### src/fbv_pkg.sv
package fbv_pkg;

  localparam int FIELD_W      = 32;
  localparam int LANE_W       = 32;
  localparam int CFG_DATA_W   = 64;
  localparam int CFG_IDX_W    = 4;
  localparam int CFG_SEL_W    = 3;
  localparam int NUM_CFG_REGS = 8;
  localparam int NUM_PLANES   = 6;
  localparam int NUM_AXES     = 3;
  localparam int NUM_COMPS    = 4;
  localparam int OFFSET_COMP  = 3;
  localparam int CLIP_ROW     = 3;

endpackage

### src/fbv_planes.sv
module fbv_planes #(
  parameter int COORD_WIDTH = 32
) (
  input  logic [fbv_pkg::CFG_DATA_W-1:0] mat      [fbv_pkg::NUM_CFG_REGS],
  output logic signed [COORD_WIDTH:0]    plane    [fbv_pkg::NUM_PLANES][fbv_pkg::NUM_COMPS]
);

  localparam int NW = COORD_WIDTH + 1;

  logic signed [NW-1:0] entry [fbv_pkg::NUM_COMPS][fbv_pkg::NUM_COMPS];

  always_comb begin
    for (int r = 0; r < fbv_pkg::NUM_COMPS; r++) begin
      for (int c = 0; c < fbv_pkg::NUM_COMPS; c++) begin
        logic [fbv_pkg::CFG_DATA_W-1:0] word;
        logic [fbv_pkg::LANE_W-1:0]     lane;
        word = mat[r * 2 + c / 2];
        lane = ((c % 2) == 1) ? word[2*fbv_pkg::LANE_W-1:fbv_pkg::LANE_W]
                              : word[fbv_pkg::LANE_W-1:0];
        entry[r][c] = {lane[COORD_WIDTH-1], lane[COORD_WIDTH-1:0]};
      end
    end
  end

  always_comb begin
    for (int p = 0; p < fbv_pkg::NUM_PLANES; p++) begin
      for (int k = 0; k < fbv_pkg::NUM_COMPS; k++) begin
        if ((p % 2) == 1) begin
          plane[p][k] = entry[fbv_pkg::CLIP_ROW][k] - entry[p / 2][k];
        end else begin
          plane[p][k] = entry[fbv_pkg::CLIP_ROW][k] + entry[p / 2][k];
        end
      end
    end
  end

endmodule

### config.mk
export PLATFORM = sky130hd
export DESIGN_NAME = fbv_planes
export DESIGN_NICKNAME = d
export VERILOG_FILES = /design/src/fbv_pkg.sv /design/src/fbv_planes.sv
export SDC_FILE = /design/constraint.sdc
export NUM_CORES = 2
export LEC_CHECK = 0
export BUFFER_PORTS_ARGS = -buffer_cell sky130_fd_sc_hd__buf_2
export CORE_AREA = 2 2 501 503
export DETAILED_ROUTE_END_ITERATION = 16
export DIE_AREA = 0 0 503 505
export MAX_ROUTING_LAYER = met4
export PLACE_DENSITY_LB_ADDON = 0.12
export SLEW_MARGIN = 5
export SYNTH_ARGS = -nofsm -noshare
export SYNTH_HDL_FRONTEND = slang
export SYNTH_SLANG_ARGS = --single-unit
### constraint.sdc
create_clock -name vclk -period 4.47
set_clock_uncertainty 0.15 [all_clocks]
set_input_delay 0.6705 -clock vclk [all_inputs]
set_output_delay 0.6705 -clock vclk [all_outputs]
set_load 0.01 [all_outputs]
==> results.tsv <==
metric	value	unit
GR Util All Layers	18.31	%
vias in the first global route	49600	
clock buffer count	0	
slew margin rel.	26.74	%
Total Power	0.01224	W
die area	0.2540	mm²
post-route ant nets	0	
crit start category	input pin	
synth unique cells	88	
CORE AREA	0.2482	mm²
fin. max-slew vios	0	
antenna violations before repair	108	
violated checks	setup timing	
mean area per synthesized cell	6.643	µm²
Area Growth Syn to Fin	65.03	%
post-placement cell count	11330	
Hold Path Class	input pin to primary output	
largest net degree at the start of global routing	17	
RSZ-0062 raised after global routing	true	
CP Max Fanout	2	
Seq cells	0	
setup violators final	41	
final cell count without fillers	11510	
Total Nets Final	9417	
Worst Path Buf+Inv	3	
Worst Setup SP	mat[288]	
num ports	1304	
Seq. cell area	0	µm²
critical path type	input pin to primary output	
global-route wire length before repair	338.6	mm
grt ovf	0	
slew at the pin closest to its max-slew limit	1.091	ns
PD cells	192.8	mW/mm²
LEAKAGE	30.61	nW
Worst path depth	15	
via/cell ratio	4.303	
layout cells sized above 1	40.20	%
vias	49540	
CP delay by family, top	compound AO/OA/AOI/OAI gates	
synthesized area	0.03847	mm²
CP arrival	4.07	ns
MaxCap Viol Count	0	
Wirelength per Cell	21.03	µm
synth warn	0	
setup tns final	-5.104	ns
worst setup margin	-0.4183	ns
final WL	242.1	mm
hpwl dp	218.6	mm
Crit-path slowest cell	a221o_1	
CP Cell Sequence	buf_6 -> ha_4 -> fa_2 -> nor2b_4 -> o211ai_1 -> a311oi_2 -> o21ai_2 -> a31oi_4 -> a221o_1 -> a221o_1 -> a2111oi_4 -> buf_4 -> o31ai_4 -> xnor2_4 -> buf_6	
part of the Yosys area used for sequential elements	0	%
number of DRC markers in iteration 0	2471	
post-layout min period	4.888	ns
Final GP Congestion	0.9285	
Die Wd	503	µm
Crit path required time	3.65	ns
Hold Vio Cnt, Final	0	
I/O Buffers	1304	
Max Clk Rate	0.2046	GHz
worst setup path endpoint	plane[426]	
Vert. Die Dim	505	µm
Worst setup EP type	primary output	
period utilization	109.4	%
DRC Markers	0	
Syn Inst Count	5791	
Starting Density	15.50	%
VDD IR max	0.00007263	V
CP peak stage delay	0.39	ns
outcome	finished, violations left	
router iterations before antenna repair	5	
Post-Syn Nets	7095	
# rows	183	
==> where the power goes <==
part	switching, W	total (W)	internal (W)
clock	0	0.00000000178	0.00000000178
combinational	0.00699	0.0122	0.00525
sequential	0	0	0
==> worst min-delay path: stages <==
cell and delay [ns]:
buf_2 0.10, ha_2 0.13, inv_1 0.04, buf_2 0.13
==> cell usage in the layout, fill, tap and decap left out, types with 97 or more instances in the layout <==
cell type / count
nand2_1: 211
buf_4: 1220
ha_4: 97
o21bai_1: 154
xnor2_1: 514
a21oi_1: 578
ha_1: 651
o21ai_0: 215
buf_6: 123
nor2_1: 660
a21o_1: 102
buf_2: 1215
inv_1: 724
nor3_1: 123
==> worst min-delay path by stage <==
stage | to | start | depth (start not counted) | slack [ns]
6_report | plane[429] | mat[256] | 4 | 1.59
5_1_grt | plane[429] | mat[256] | 4 | 1.61
4_1_cts | plane[429] | mat[256] | 4 | 1.56
3_5_place_dp | plane[429] | mat[256] | 4 | 1.56
3_3_place_gp | plane[132] | mat[160] | 4 | 1.56
2_1_floorplan | plane[0] | mat[160] | 2 | 1.35
==> cell type report <==
class / count / area (µm²)
tap: 3330 / 4167
antenna: 72 / 180.2
multi-input combinational: 4774 / 39280
inverter: 756 / 2860
timing repair buffer: 2581 / 17000
fill: 28310 / 184700
==> stage by stage <==
stage / setup WS (ns) / instance area (µm²) / utilization (%) / hold slack, ns
after floorplan: 0.1587 / 38470 / - / 1.347
after global placement: -1.471 / 56900 / 22.93 / 1.562
after detailed placement: -1.439 / 56900 / 22.93 / 1.558
after CTS: -0.6819 / 60180 / 24.25 / 1.561
after global routing: -0.5374 / 63460 / 25.57 / 1.609
final: -0.4183 / 63480 / 25.58 / 1.585
==> routing by layer <==
| metal | part of all wire, % | track usage, % | up-vias | wire (µm) |
|---|---|---|---|---|
| li1 | - | - | 24720 | - |
| met1 | 42 | 21.55 | 23320 | 102000 |
| met2 | 49 | 31.71 | 1321 | 117700 |
| met3 | 7.1 | 4.142 | 184 | 17130 |
| met4 | 2.2 | 3.545 | 0 | 5225 |
| met5 | 0 | - | - | 0 |
==> cell usage after synthesis, types with 31 or more instances <==
library cell,n,area (µm²)
ha_1,768,9609
inv_1,748,2808
nor2_1,677,2541
a21oi_1,647,3238
xnor2_1,550,4817
o21ai_0,280,1401
nand2_1,225,844.6
clkbuf_1,212,795.8
o21bai_1,162,1216
nor3_1,142,710.7
a21o_1,103,773.2
xor2_1,96,840.8
nand2b_1,93,581.8
nor2b_1,86,538.0
o21a_1,78,585.6
nand3_1,71,355.3
a31oi_1,67,419.2
o31ai_1,54,405.4
nor4_1,50,312.8
a211oi_1,45,337.8
or3_1,43,269.0
nand4_1,38,237.7
o211ai_1,36,270.3
and3_1,31,193.9
==> cell families (layout without fill, tap and decap cells) <==
kind of cell / count (synthesis) / in the layout / share of synthesized area, %
AND/OR/NAND/NOR: 1562 / 1562 / 19.21
multiplexers: 2 / 2 / 0.05204
XOR/XNOR: 646 / 646 / 14.71
AO/OA/AOI/OAI: 1772 / 1772 / 29.62
adder cells (fa/ha/maj): 792 / 792 / 26.23
buffers and inverters: 1017 / 3337 / 10.19
other: 0 / 72 / 0
==> repair_timing <==
action,CTS,global route
buffers inserted,54,93
endpoints found under the setup margin,218,189
resized for setup,607,502
hold buffers,0,0
pin swaps,248,333
Note: power is estimated with default switching activity, not from simulation.
